File: config.mk
export PLATFORM = sky130hd
export DESIGN_NAME = thermal_fan_hysteresis_monitor
export DESIGN_NICKNAME = d
export VERILOG_FILES = /design/src/rtl/tfhm_pkg.sv /design/src/rtl/thermal_fan_hysteresis_monitor.sv /design/src/rtl/tfhm_history.sv
export SDC_FILE = /design/constraint.sdc
export NUM_CORES = 2
export LEC_CHECK = 0
export BUFFER_PORTS_ARGS = -buffer_cell sky130_fd_sc_hd__buf_2
export CORE_MARGIN = 2
export CORE_UTILIZATION = 55
export DETAILED_ROUTE_END_ITERATION = 7
export GPL_TIMING_DRIVEN = 0
export PLACE_DENSITY = 0.73
export SYNTH_ARGS = -nofsm -noshare
export SYNTH_HDL_FRONTEND = slang
export SYNTH_SLANG_ARGS = --single-unit
File: constraint.sdc
create_clock -name clk -period 19.3 [get_ports clk]
set_input_delay 3.86 -clock clk [delete_from_list [all_inputs] [get_ports clk]]
set_output_delay 3.86 -clock clk [all_outputs]
set_load 0.02 [all_outputs]
File: src/rtl/tfhm_pkg.sv
// Shared constants and types of the thermal fan hysteresis monitor.
`default_nettype none

package tfhm_pkg;

    // Defaults of the top-level parameters
    localparam int DEF_AVERAGE_LENGTH = 10;
    localparam int DEF_SENSOR_COUNT   = 3;
    localparam int DEF_ADC_BITS       = 12;

    // Field widths
    localparam int SENSOR_W = 2;
    localparam int TEMP_W   = 16;
    localparam int WHOLE_W  = 8;
    localparam int THRESH_W = 8;

    // Configuration port
    localparam int CFG_INDEX_W = 3;
    localparam int CFG_DATA_W  = 16;
    localparam int OFFSET_REGS = 3;

    typedef enum logic [CFG_INDEX_W-1:0] {
        REG_START_THRESHOLD = 3'd0,
        REG_STOP_THRESHOLD  = 3'd1,
        REG_SILO_SENSOR     = 3'd2,
        REG_OUTSIDE_SENSOR  = 3'd3,
        REG_SENSOR_OFFSET_0 = 3'd4,
        REG_SENSOR_OFFSET_1 = 3'd5,
        REG_SENSOR_OFFSET_2 = 3'd6
    } tfhm_reg_t;

    localparam logic signed [THRESH_W-1:0] RST_START_THRESHOLD = 8'sd5;
    localparam logic signed [THRESH_W-1:0] RST_STOP_THRESHOLD  = 8'sd2;
    localparam logic [SENSOR_W-1:0]        RST_SILO_SENSOR     = 2'd1;
    localparam logic [SENSOR_W-1:0]        RST_OUTSIDE_SENSOR  = 2'd0;

    // ADC difference to millivolt-like scale: d * 2^VOLT_SHIFT / full scale
    localparam int VOLT_SHIFT = 10;
    localparam int VOLT_W     = 11;
    localparam logic [VOLT_W-1:0] VOLT_OFFSET = 11'd115;
    localparam int VOLT_MAG_W = 10;

    // Volt to 8.8 degrees: (v - offset) * 2^TEMP_SHIFT / TEMP_DIV, by reciprocal
    localparam int TEMP_DIV   = 9;
    localparam int TEMP_SHIFT = 8;
    localparam int TEMP_N     = VOLT_MAG_W + TEMP_SHIFT;
    localparam int TEMP_L     = 4;
    localparam logic [63:0] TEMP_RECIP =
        ((64'd1 << (TEMP_N + TEMP_L)) + 64'(TEMP_DIV) - 64'd1) / 64'(TEMP_DIV);
    localparam int TEMP_RECIP_W     = TEMP_N + 1;
    localparam int TEMP_RECIP_SHIFT = TEMP_N + TEMP_L - TEMP_SHIFT;
    localparam int TEMP_Q_W         = 15;

endpackage

`default_nettype wire

File: src/rtl/thermal_fan_hysteresis_monitor.sv
// Top level of the thermal fan hysteresis monitor pipeline.
// Each input beat is one sampling tick for the next sensor in round-robin order
// (0, 1, ..., SENSOR_COUNT-1). The block accepts one beat per clock while the
// output is not stalled and returns one result beat for each through the seven
// stages (input register, scale, divide by nine, offset, running-sum update,
// divide by the average length, fan decision into the output register); the
// per-sensor running sum is updated by one add and one subtract. A stalled output
// lets the pipeline keep filling until every stage holds a beat. The user must
// write configuration through cfg_wr_en/cfg_index/cfg_data only while the
// pipeline is empty, which the block does not enforce; writes to indexes beyond the last register are dropped.
`default_nettype none

module thermal_fan_hysteresis_monitor #(
    parameter int AVERAGE_LENGTH = tfhm_pkg::DEF_AVERAGE_LENGTH,
    parameter int SENSOR_COUNT   = tfhm_pkg::DEF_SENSOR_COUNT,
    parameter int ADC_BITS       = tfhm_pkg::DEF_ADC_BITS
) (
    input  logic                                 clk,
    input  logic                                 rst_n,
    input  logic                                 in_valid,
    output logic                                 in_stall,
    input  logic [ADC_BITS-1:0]                  adc_positive,
    input  logic [ADC_BITS-1:0]                  adc_negative,
    input  logic                                 cfg_wr_en,
    input  logic [tfhm_pkg::CFG_INDEX_W-1:0]     cfg_index,
    input  logic [tfhm_pkg::CFG_DATA_W-1:0]      cfg_data,
    output logic                                 out_valid,
    input  logic                                 out_stall,
    output logic [tfhm_pkg::SENSOR_W-1:0]        sensor_served,
    output logic signed [tfhm_pkg::TEMP_W-1:0]   raw_temperature,
    output logic signed [tfhm_pkg::WHOLE_W-1:0]  filtered_temperature,
    output logic                                 fan_on
);

    localparam int STAGES  = 7;
    localparam int SIDX_W  = $clog2(SENSOR_COUNT);
    localparam int TEMP_W  = tfhm_pkg::TEMP_W;
    localparam int WHOLE_W = tfhm_pkg::WHOLE_W;
    localparam int THR_W   = tfhm_pkg::THRESH_W;
    localparam int SEL_W   = tfhm_pkg::SENSOR_W;
    localparam int VOLT_W  = tfhm_pkg::VOLT_W;
    localparam int VMAG_W  = tfhm_pkg::VOLT_MAG_W;
    localparam int Q_W     = tfhm_pkg::TEMP_Q_W;
    localparam int TQ_W    = TEMP_W + 1;
    localparam int TSUM_W  = TEMP_W + 2;
    localparam int DIFF_W  = WHOLE_W + 1;

    // Full-scale reciprocal: volt = (d * RECIP_FS) >> (2 * ADC_BITS)
    localparam logic [63:0] FS = (64'd1 << ADC_BITS) - 64'd1;
    localparam logic [63:0] RECIP_FS_FULL =
        ((64'd1 << (2 * ADC_BITS + tfhm_pkg::VOLT_SHIFT)) + FS - 64'd1) / FS;
    localparam int RECIP_FS_W = ADC_BITS + tfhm_pkg::VOLT_SHIFT + 1;
    localparam int PROD1_W    = ADC_BITS + RECIP_FS_W;

    localparam int PROD2_W = VMAG_W + tfhm_pkg::TEMP_RECIP_W;

    // Average-length reciprocal: avg = (|sum| * RECIP_LEN) >> (SUM_W + AVG_L)
    localparam int AVG_L = $clog2(AVERAGE_LENGTH);
    localparam int SUM_W = TEMP_W + AVG_L;
    localparam logic [63:0] LEN_D = 64'(AVERAGE_LENGTH);
    localparam logic [63:0] RECIP_LEN_FULL =
        ((64'd1 << (SUM_W + AVG_L)) + LEN_D - 64'd1) / LEN_D;
    localparam int RECIP_LEN_W = SUM_W + 1;
    localparam int PROD3_W     = SUM_W + RECIP_LEN_W;

    localparam logic signed [TEMP_W-1:0] TEMP_MAX = {1'b0, {(TEMP_W-1){1'b1}}};
    localparam logic signed [TEMP_W-1:0] TEMP_MIN = {1'b1, {(TEMP_W-1){1'b0}}};

    // Configuration registers
    logic signed [THR_W-1:0]  start_reg;
    logic signed [THR_W-1:0]  stop_reg;
    logic [SEL_W-1:0]         silo_reg;
    logic [SEL_W-1:0]         outside_reg;
    logic signed [TEMP_W-1:0] offset_reg [tfhm_pkg::OFFSET_REGS];

    // Pipeline control
    logic [STAGES-1:0] vld_reg;
    logic [STAGES-1:0] vld_next;
    logic [STAGES-1:0] ready;
    logic [STAGES-1:0] load;

    logic [SIDX_W-1:0] sensor_cnt_reg;
    logic [SIDX_W-1:0] sensor_cnt_next;

    // Stage registers
    logic [ADC_BITS-1:0]       s0_pos_reg;
    logic [ADC_BITS-1:0]       s0_neg_reg;
    logic [SIDX_W-1:0]         s0_sensor_reg;
    logic [VOLT_W-1:0]         s1_volt_reg;
    logic [SIDX_W-1:0]         s1_sensor_reg;
    logic [Q_W-1:0]            s2_q_reg;
    logic                      s2_below_reg;
    logic [SIDX_W-1:0]         s2_sensor_reg;
    logic signed [TEMP_W-1:0]  s3_raw_reg;
    logic [SIDX_W-1:0]         s3_sensor_reg;
    logic signed [SUM_W-1:0]   s4_sum_reg;
    logic signed [TEMP_W-1:0]  s4_raw_reg;
    logic [SIDX_W-1:0]         s4_sensor_reg;
    logic [TEMP_W-1:0]         s5_avg_mag_reg;
    logic                      s5_avg_neg_reg;
    logic signed [TEMP_W-1:0]  s5_raw_reg;
    logic [SIDX_W-1:0]         s5_sensor_reg;

    logic [SEL_W-1:0]          sensor_served_reg;
    logic signed [TEMP_W-1:0]  raw_temperature_reg;
    logic signed [WHOLE_W-1:0] filtered_reg;
    logic                      fan_reg;
    logic                      fan_next;
    logic signed [WHOLE_W-1:0] temp_reg  [SENSOR_COUNT];
    logic signed [WHOLE_W-1:0] temp_next [SENSOR_COUNT];

    // Combinational stage results
    logic [ADC_BITS-1:0]        adc_diff;
    logic [PROD1_W-1:0]         prod1;
    logic                       volt_below;
    logic [VMAG_W-1:0]          volt_mag;
    logic [PROD2_W-1:0]         prod2;
    logic signed [TQ_W-1:0]     temp_q;
    logic signed [TEMP_W-1:0]   offset_sel;
    logic signed [TSUM_W-1:0]   temp_sum;
    logic signed [TEMP_W-1:0]   raw_sat;
    logic signed [SUM_W-1:0]    sum_new;
    logic                       sum_neg;
    logic [SUM_W-1:0]           sum_mag;
    logic [PROD3_W-1:0]         prod3;
    logic signed [TEMP_W:0]     avg_val;
    logic signed [WHOLE_W-1:0]  whole;
    logic signed [WHOLE_W-1:0]  silo_temp;
    logic signed [WHOLE_W-1:0]  outside_temp;
    logic signed [DIFF_W-1:0]   temp_diff;

    // Write configuration registers
    always_ff @(posedge clk or negedge rst_n)
    begin
        if (!rst_n)
        begin
            start_reg   <= tfhm_pkg::RST_START_THRESHOLD;
            stop_reg    <= tfhm_pkg::RST_STOP_THRESHOLD;
            silo_reg    <= tfhm_pkg::RST_SILO_SENSOR;
            outside_reg <= tfhm_pkg::RST_OUTSIDE_SENSOR;
            for (int k = 0; k < tfhm_pkg::OFFSET_REGS; k++)
            begin
                offset_reg[k] <= '0;
            end
        end
        else if (cfg_wr_en)
        begin
            unique case (cfg_index)
                tfhm_pkg::REG_START_THRESHOLD: start_reg      <= cfg_data[THR_W-1:0];
                tfhm_pkg::REG_STOP_THRESHOLD:  stop_reg       <= cfg_data[THR_W-1:0];
                tfhm_pkg::REG_SILO_SENSOR:     silo_reg       <= cfg_data[SEL_W-1:0];
                tfhm_pkg::REG_OUTSIDE_SENSOR:  outside_reg    <= cfg_data[SEL_W-1:0];
                tfhm_pkg::REG_SENSOR_OFFSET_0: offset_reg[0]  <= cfg_data[TEMP_W-1:0];
                tfhm_pkg::REG_SENSOR_OFFSET_1: offset_reg[1]  <= cfg_data[TEMP_W-1:0];
                tfhm_pkg::REG_SENSOR_OFFSET_2: offset_reg[2]  <= cfg_data[TEMP_W-1:0];
                default:
                begin
                end
            endcase
        end
    end

    // Advance a stage when it is empty or the stage after it moves
    always_comb
    begin
        ready[STAGES-1] = !vld_reg[STAGES-1] || !out_stall;
        for (int i = STAGES - 2; i >= 0; i--)
        begin
            ready[i] = !vld_reg[i] || ready[i+1];
        end
        load[0] = in_valid && ready[0];
        for (int i = 1; i < STAGES; i++)
        begin
            load[i] = vld_reg[i-1] && ready[i];
        end
    end

    assign vld_next  = {vld_reg[STAGES-2:0], in_valid};
    assign in_stall  = !ready[0];
    assign out_valid = vld_reg[STAGES-1];

    assign sensor_cnt_next = (sensor_cnt_reg == SIDX_W'(SENSOR_COUNT - 1))
                             ? '0 : sensor_cnt_reg + 1'b1;

    // Hold valid bits and the round-robin sensor count
    always_ff @(posedge clk or negedge rst_n)
    begin
        if (!rst_n)
        begin
            vld_reg        <= '0;
            sensor_cnt_reg <= '0;
        end
        else
        begin
            for (int i = 0; i < STAGES; i++)
            begin
                if (ready[i])
                begin
                    vld_reg[i] <= vld_next[i];
                end
            end
            if (load[0])
            begin
                sensor_cnt_reg <= sensor_cnt_next;
            end
        end
    end

    // Stage 1: clamp the channel difference and scale by the full-scale reciprocal
    assign adc_diff = (s0_pos_reg > s0_neg_reg) ? (s0_pos_reg - s0_neg_reg) : '0;
    assign prod1    = PROD1_W'(adc_diff) * PROD1_W'(RECIP_FS_FULL[RECIP_FS_W-1:0]);

    // Stage 2: remove the sensor offset voltage and divide by nine
    assign volt_below = s1_volt_reg < tfhm_pkg::VOLT_OFFSET;
    assign volt_mag   = volt_below ? VMAG_W'(tfhm_pkg::VOLT_OFFSET - s1_volt_reg)
                                   : VMAG_W'(s1_volt_reg - tfhm_pkg::VOLT_OFFSET);
    assign prod2 = PROD2_W'(volt_mag)
                   * PROD2_W'(tfhm_pkg::TEMP_RECIP[tfhm_pkg::TEMP_RECIP_W-1:0]);

    // Stage 3: restore sign, add the calibration offset, saturate
    assign temp_q = s2_below_reg ? -TQ_W'(s2_q_reg) : TQ_W'(s2_q_reg);

    always_comb
    begin
        offset_sel = '0;
        for (int k = 0; k < tfhm_pkg::OFFSET_REGS; k++)
        begin
            if (int'(s2_sensor_reg) == k)
            begin
                offset_sel = offset_reg[k];
            end
        end
    end

    assign temp_sum = TSUM_W'(temp_q) + TSUM_W'(offset_sel);

    always_comb
    begin
        if ((&temp_sum[TSUM_W-1:TEMP_W-1]) || !(|temp_sum[TSUM_W-1:TEMP_W-1]))
        begin
            raw_sat = temp_sum[TEMP_W-1:0];
        end
        else if (temp_sum[TSUM_W-1])
        begin
            raw_sat = TEMP_MIN;
        end
        else
        begin
            raw_sat = TEMP_MAX;
        end
    end

    // Stage 4: update the sensor's history and running sum
    tfhm_history #(
        .AVERAGE_LENGTH (AVERAGE_LENGTH),
        .SENSOR_COUNT   (SENSOR_COUNT)
    ) u_history (
        .clk     (clk),
        .rst_n   (rst_n),
        .upd     (load[4]),
        .sensor  (s3_sensor_reg),
        .raw     (s3_raw_reg),
        .sum_new (sum_new)
    );

    // Stage 5: divide the sum magnitude by the average length
    assign sum_neg = s4_sum_reg[SUM_W-1];
    assign sum_mag = sum_neg ? SUM_W'(-s4_sum_reg) : SUM_W'(s4_sum_reg);
    assign prod3   = PROD3_W'(sum_mag) * PROD3_W'(RECIP_LEN_FULL[RECIP_LEN_W-1:0]);

    // Stage 6: whole degrees, per-sensor temperature and fan hysteresis
    assign avg_val = s5_avg_neg_reg ? -{1'b0, s5_avg_mag_reg} : {1'b0, s5_avg_mag_reg};
    assign whole   = avg_val[TEMP_W-1 -: WHOLE_W];

    always_comb
    begin
        silo_temp    = '0;
        outside_temp = '0;
        for (int r = 0; r < SENSOR_COUNT; r++)
        begin
            temp_next[r] = (int'(s5_sensor_reg) == r) ? whole : temp_reg[r];
        end
        for (int r = 0; r < SENSOR_COUNT; r++)
        begin
            if (int'(silo_reg) == r)
            begin
                silo_temp = temp_next[r];
            end
            if (int'(outside_reg) == r)
            begin
                outside_temp = temp_next[r];
            end
        end
    end

    assign temp_diff = DIFF_W'(silo_temp) - DIFF_W'(outside_temp);

    always_comb
    begin
        if (temp_diff >= DIFF_W'(start_reg))
        begin
            fan_next = 1'b1;
        end
        else if (temp_diff <= DIFF_W'(stop_reg))
        begin
            fan_next = 1'b0;
        end
        else
        begin
            fan_next = fan_reg;
        end
    end

    // Hold per-sensor temperatures and the fan state
    always_ff @(posedge clk or negedge rst_n)
    begin
        if (!rst_n)
        begin
            fan_reg <= 1'b0;
            for (int r = 0; r < SENSOR_COUNT; r++)
            begin
                temp_reg[r] <= '0;
            end
        end
        else if (load[6])
        begin
            fan_reg <= fan_next;
            for (int r = 0; r < SENSOR_COUNT; r++)
            begin
                temp_reg[r] <= temp_next[r];
            end
        end
    end

    // Move payload through the stages
    always_ff @(posedge clk)
    begin
        if (load[0])
        begin
            s0_pos_reg    <= adc_positive;
            s0_neg_reg    <= adc_negative;
            s0_sensor_reg <= sensor_cnt_reg;
        end
        if (load[1])
        begin
            s1_volt_reg   <= prod1[2*ADC_BITS +: VOLT_W];
            s1_sensor_reg <= s0_sensor_reg;
        end
        if (load[2])
        begin
            s2_q_reg      <= prod2[tfhm_pkg::TEMP_RECIP_SHIFT +: Q_W];
            s2_below_reg  <= volt_below;
            s2_sensor_reg <= s1_sensor_reg;
        end
        if (load[3])
        begin
            s3_raw_reg    <= raw_sat;
            s3_sensor_reg <= s2_sensor_reg;
        end
        if (load[4])
        begin
            s4_sum_reg    <= sum_new;
            s4_raw_reg    <= s3_raw_reg;
            s4_sensor_reg <= s3_sensor_reg;
        end
        if (load[5])
        begin
            s5_avg_mag_reg <= prod3[SUM_W+AVG_L +: TEMP_W];
            s5_avg_neg_reg <= sum_neg;
            s5_raw_reg     <= s4_raw_reg;
            s5_sensor_reg  <= s4_sensor_reg;
        end
        if (load[6])
        begin
            sensor_served_reg   <= SEL_W'(s5_sensor_reg);
            raw_temperature_reg <= s5_raw_reg;
            filtered_reg        <= whole;
        end
    end

    assign sensor_served        = sensor_served_reg;
    assign raw_temperature      = raw_temperature_reg;
    assign filtered_temperature = filtered_reg;
    assign fan_on               = fan_reg;

endmodule

`default_nettype wire

File: src/rtl/tfhm_history.sv
// Per-sensor sample history with running sums for the moving average.
`default_nettype none

module tfhm_history #(
    parameter int AVERAGE_LENGTH = tfhm_pkg::DEF_AVERAGE_LENGTH,
    parameter int SENSOR_COUNT   = tfhm_pkg::DEF_SENSOR_COUNT,
    localparam int SIDX_W = $clog2(SENSOR_COUNT),
    localparam int SUM_W  = tfhm_pkg::TEMP_W + $clog2(AVERAGE_LENGTH)
) (
    input  logic                              clk,
    input  logic                              rst_n,
    input  logic                              upd,
    input  logic [SIDX_W-1:0]                 sensor,
    input  logic signed [tfhm_pkg::TEMP_W-1:0] raw,
    output logic signed [SUM_W-1:0]           sum_new
);

    localparam logic signed [SUM_W-1:0] LEN_S = SUM_W'(AVERAGE_LENGTH);

    logic signed [tfhm_pkg::TEMP_W-1:0] hist_reg [SENSOR_COUNT][AVERAGE_LENGTH];
    logic signed [SUM_W-1:0]            sum_reg  [SENSOR_COUNT];
    logic [SENSOR_COUNT-1:0]            primed_reg;

    logic signed [tfhm_pkg::TEMP_W-1:0] oldest;
    logic signed [SUM_W-1:0]            sum_cur;
    logic                               primed_cur;

    // Select the row of the sensor being served
    always_comb
    begin
        oldest     = '0;
        sum_cur    = '0;
        primed_cur = 1'b0;
        for (int r = 0; r < SENSOR_COUNT; r++)
        begin
            if (int'(sensor) == r)
            begin
                oldest     = hist_reg[r][0];
                sum_cur    = sum_reg[r];
                primed_cur = primed_reg[r];
            end
        end
    end

    // Drop the oldest sample and add the new one, or prime with the first sample
    assign sum_new = primed_cur ? (sum_cur - SUM_W'(oldest) + SUM_W'(raw))
                                : (SUM_W'(raw) * LEN_S);

    // Track which rows hold real samples
    always_ff @(posedge clk or negedge rst_n)
    begin
        if (!rst_n)
        begin
            primed_reg <= '0;
        end
        else if (upd)
        begin
            for (int r = 0; r < SENSOR_COUNT; r++)
            begin
                if (int'(sensor) == r)
                begin
                    primed_reg[r] <= 1'b1;
                end
            end
        end
    end

    // Advance the served row and store its new sum
    always_ff @(posedge clk)
    begin
        if (upd)
        begin
            for (int r = 0; r < SENSOR_COUNT; r++)
            begin
                if (int'(sensor) == r)
                begin
                    if (!primed_reg[r])
                    begin
                        for (int i = 0; i < AVERAGE_LENGTH; i++)
                        begin
                            hist_reg[r][i] <= raw;
                        end
                    end
                    else
                    begin
                        for (int i = 0; i < AVERAGE_LENGTH - 1; i++)
                        begin
                            hist_reg[r][i] <= hist_reg[r][i+1];
                        end
                        hist_reg[r][AVERAGE_LENGTH-1] <= raw;
                    end
                    sum_reg[r] <= sum_new;
                end
            end
        end
    end

endmodule

`default_nettype wire

==> run summary <==
The share of Yosys cell area claimed by the top area cell type is 46.69%. The post-CTS setup repair buffer count came out at 0. Cells with a size suffix above 1 make up 9.126% of the layout.

Ranked by total cell area, the synthesized netlist is headed by sky130_fd_sc_hd__edfxtp_1, sky130_fd_sc_hd__ha_1, sky130_fd_sc_hd__a21o_1. The first global-routing pass estimated 154200 um of wire. The initial antenna violation count came out at 1. Counting both buffers and inverters, the worst setup path holds a total of 3. The number of buffers inserted for hold repair after clock tree synthesis is 0. The combined flip-flop and latch cell area is 24070 um^2. For this run, the number of standard cells in the final layout without fillers is 4973. The vias per cell is approximately 5.6. The most common library cell in the layout ignoring fill and taps is sky130_fd_sc_hd__edfxtp_1. The fmax is 111.7 MHz. The measured slew at the worst slew-check pin came out at 1.291 ns. The number of failing hold endpoints at the final stage came to 0. The smallest clock period supported by the final layout is computed as 8.950 ns.

The detailed router's first-iteration violation count came out at roughly 1.8k. The maximum cell stage delay along the critical path came out at 0.32 ns. The count of yosys warnings during synthesis came out at 0.

The tree is rooted in a sky130_fd_sc_hd__clkbuf_16. After filler insertion, the fill cell instance count of the layout stands at 6213. Synthesis inferred between 800 and 900 register bits.

The critical path goes through buf_2 -> nand4_1 -> nor2_1 -> nand4_1 -> inv_1 -> buf_2. The number of instances in the synthesized netlist came out at 3623. The clock-pin slew on the worst setup and hold paths is about 0.060 ns. The number of I/O port buffers came out at 74.

The worst setup path is captured at an output pin. The cell type with the largest total area after synthesis is sky130_fd_sc_hd__edfxtp_1. The number of iterations in the first detailed-routing pass came out at 5. Summed over all nets, the half-perimeter wirelength after detailed placement is 72220 um. The max-capacitance violation count came out at 0. The post-synthesis async set-or-reset flop share came out at 12.82%. In this run, post-CTS repair resized a total of 0 instances. The worst slew margin relative to its limit came out at 13.84%. The row count is between 100 and 150. The total number of clock tree sinks came out at 819. Global routing used 23.01% of the available tracks across all layers. Entering global routing, the biggest net connects between 50 and 60 pins. The net count after synthesis is between 4k and 5k.

The flip-flop count of the largest register, all copies and words added is 480. The utilization after layout is ~62%. The final clock period utilization by the worst path came out at between 40% and 50%. The via count of the first global-routing pass is between 20k and 30k. The antenna violation net count after detailed routing is 0.

The post-synthesis cell type count came out at 82. The deepest clock path buffer count is 3. The kind of cell adding the most delay to the critical path is simple AND/OR/NAND/NOR gates. For the final routed database, the setup TNS stands at 0 ns. The total clock buffers created by CTS is 85. After detailed placement, the design holds a cell count of 4815. The data required time of the critical path came out at roughly 15 ns. The region available for standard cell placement spans 82370 um^2.

TritonCTS built the clock tree. Setup repair after global routing left no endpoint under its margin. The worst setup path is launched from an input port. The path type of the worst min-delay path is flip-flop to flip-flop. The sequential area share after synthesis came out at approximately 52%. Setup violations remaining at the end of the flow were counted as 0. The number of enable-type register cells in the synthesized netlist is 714. The maximum clock skew at final layout is 0.05433 ns.

The worst-skew pair later-pin latency is around 0.67 ns. The average footprint of a synthesized cell came out at 12.68 um^2. The data arrival time at the worst-slack endpoint is between 5 and 6 ns. The library cells used most frequently in the layout, excluding fill and tap cells, are sky130_fd_sc_hd__edfxtp_1, sky130_fd_sc_hd__a21o_1, sky130_fd_sc_hd__inv_1. In this run the worst path has a maximum fanout of 5. The worst setup path is of the input port to output pin kind. The tightest hold margin is 0.4189 ns.

The run finished with clean final reports. For this block, the routed nets add up to 96400 um of wire. The final weighted congestion in routability-driven placement came out at 0.9323. Once the floorplan was initialized, standard cells occupied 55.75% of the core. The dominant register cell in the synthesized netlist is sky130_fd_sc_hd__edfxtp_1. The multi-input gate area in the final layout is 19920 um^2.

From synthesis to final layout, the design area changed by 11.52%. The number of remaining DRC errors is 0. The maximum level of the CTS H-tree came out at 3. Dividing the detail-routed wire length by the instance count gives around 19 um. The slowest stage of the critical path belongs to the cell sky130_fd_sc_hd__nor2_1.

The die area came out at 85820 um^2. The count of boundary I/O pins is 77. The y dimension of the die is about 300 um.

The final number of max-transition violations came out at 0. The die is just under 300 um wide. The cell area after synthesis is 45920 um^2.

The global route total overflow came out at 0. The number of nets at the end of the flow is 4444. The detailed router placed roughly 28k vias in this run.
## per-stage QoR
step | worst slack [ns] | area (um^2)
2_1_floorplan | 1.528 | 45920
3_3_place_gp | -4.011 | 47630
3_5_place_dp | 10.34 | 48230
4_1_cts | 10.30 | 51210
5_1_grt | 9.807 | 51210
6_report | 10.35 | 51210
## metal layers
| metal | global-route usage (%) | wire [um] | up-vias |
|---|---|---|---|
| met5 | 0 | 0 | - |
| met4 | 7.705 | 2911 | 0 |
| met3 | 2.557 | 3193 | 152 |
| met2 | 39.34 | 48280 | 475 |
| met1 | 30.79 | 42010 | 13860 |
| li1 | - | - | 13370 |
## area by class of cell
class / count / share of cell area, %
diodes: 2 / 0.009773
plain buffers: 112 / 0.8234
clock buffers: 104 / 4.371
clock inverters: 52 / 1.442
inverters: 411 / 3.013
multi-input cells: 2281 / 38.89
flip-flops and latches: 819 / 47.01
well taps: 1070 / 2.614
repair buffers: 122 / 1.830
## logic make-up (layout without fill, tap and decap cells)
kind of cell	Yosys count	count (layout)	share of synthesized area (%)
XOR/XNOR	160	160	3.068
multiplexers	126	126	2.913
other	0	2	0
AND/OR/NAND/NOR	516	516	5.305
AO/OA/AOI/OAI	915	915	13.64
flip-flops	819	819	52.42
adder cells (fa/ha/maj)	564	564	18.38
buffers and inverters	523	801	4.278
## cells in the mapped netlist (9+ instances only)
library cell,count
sky130_fd_sc_hd__nand3_1,21
sky130_fd_sc_hd__fa_1,184
sky130_fd_sc_hd__dfrtp_1,101
sky130_fd_sc_hd__a21oi_1,119
sky130_fd_sc_hd__ha_1,380
sky130_fd_sc_hd__inv_1,410
sky130_fd_sc_hd__edfxtp_1,714
sky130_fd_sc_hd__o21a_1,21
sky130_fd_sc_hd__nand2_1,166
sky130_fd_sc_hd__o21ai_0,165
sky130_fd_sc_hd__nor3_1,41
sky130_fd_sc_hd__mux2i_1,65
sky130_fd_sc_hd__and2_1,14
sky130_fd_sc_hd__nor2_1,150
sky130_fd_sc_hd__nor2b_1,20
sky130_fd_sc_hd__o22ai_1,9
sky130_fd_sc_hd__o31ai_1,13
sky130_fd_sc_hd__mux2_2,61
sky130_fd_sc_hd__o21bai_1,11
sky130_fd_sc_hd__or4_1,9
sky130_fd_sc_hd__xnor2_1,102
sky130_fd_sc_hd__and3_1,9
sky130_fd_sc_hd__nand4_1,17
sky130_fd_sc_hd__a211oi_1,10
sky130_fd_sc_hd__a21o_1,500
sky130_fd_sc_hd__or3_1,12
sky130_fd_sc_hd__nand2b_1,23
sky130_fd_sc_hd__xor2_1,57
sky130_fd_sc_hd__clkbuf_1,105
## final timing paths
path | startpoint | endpoint | slack [ns] | depth (start not counted)
max | out_stall | in_stall | 10.35 | 6
min | s5_raw_reg[0]$_DFFE_PP_ | raw_temperature[0]$_DFFE_PP_ | 0.42 | 0
max reg2reg | s4_sum_reg[3]$_DFFE_PP_ | s5_avg_mag_reg[15]$_DFFE_PP_ | 10.35 | 30
min reg2reg | s5_raw_reg[0]$_DFFE_PP_ | raw_temperature[0]$_DFFE_PP_ | 0.42 | 0
max in group asynchronous | rst_n | stop_reg[1]$_DFFE_PN1P_ | 15.21 | 2
min in group asynchronous | rst_n | offset_reg[9]$_DFFE_PN0P_ | 3.28 | 1
## worst reg2reg max path, delay by kind of cell (launching register included)
family / cells / cell delay [ns]
XOR/XNOR: 2 / 0.43
AND/OR/NAND/NOR: 7 / 1.73
flip-flops: 1 / 0.44
AO/OA/AOI/OAI: 8 / 1.95
buffers and inverters: 5 / 0.44
adder cells (fa/ha/maj): 8 / 3.69
Power is not shown: default switching activity piles up to over one toggle a cycle in this logic, so the estimate is an artifact.
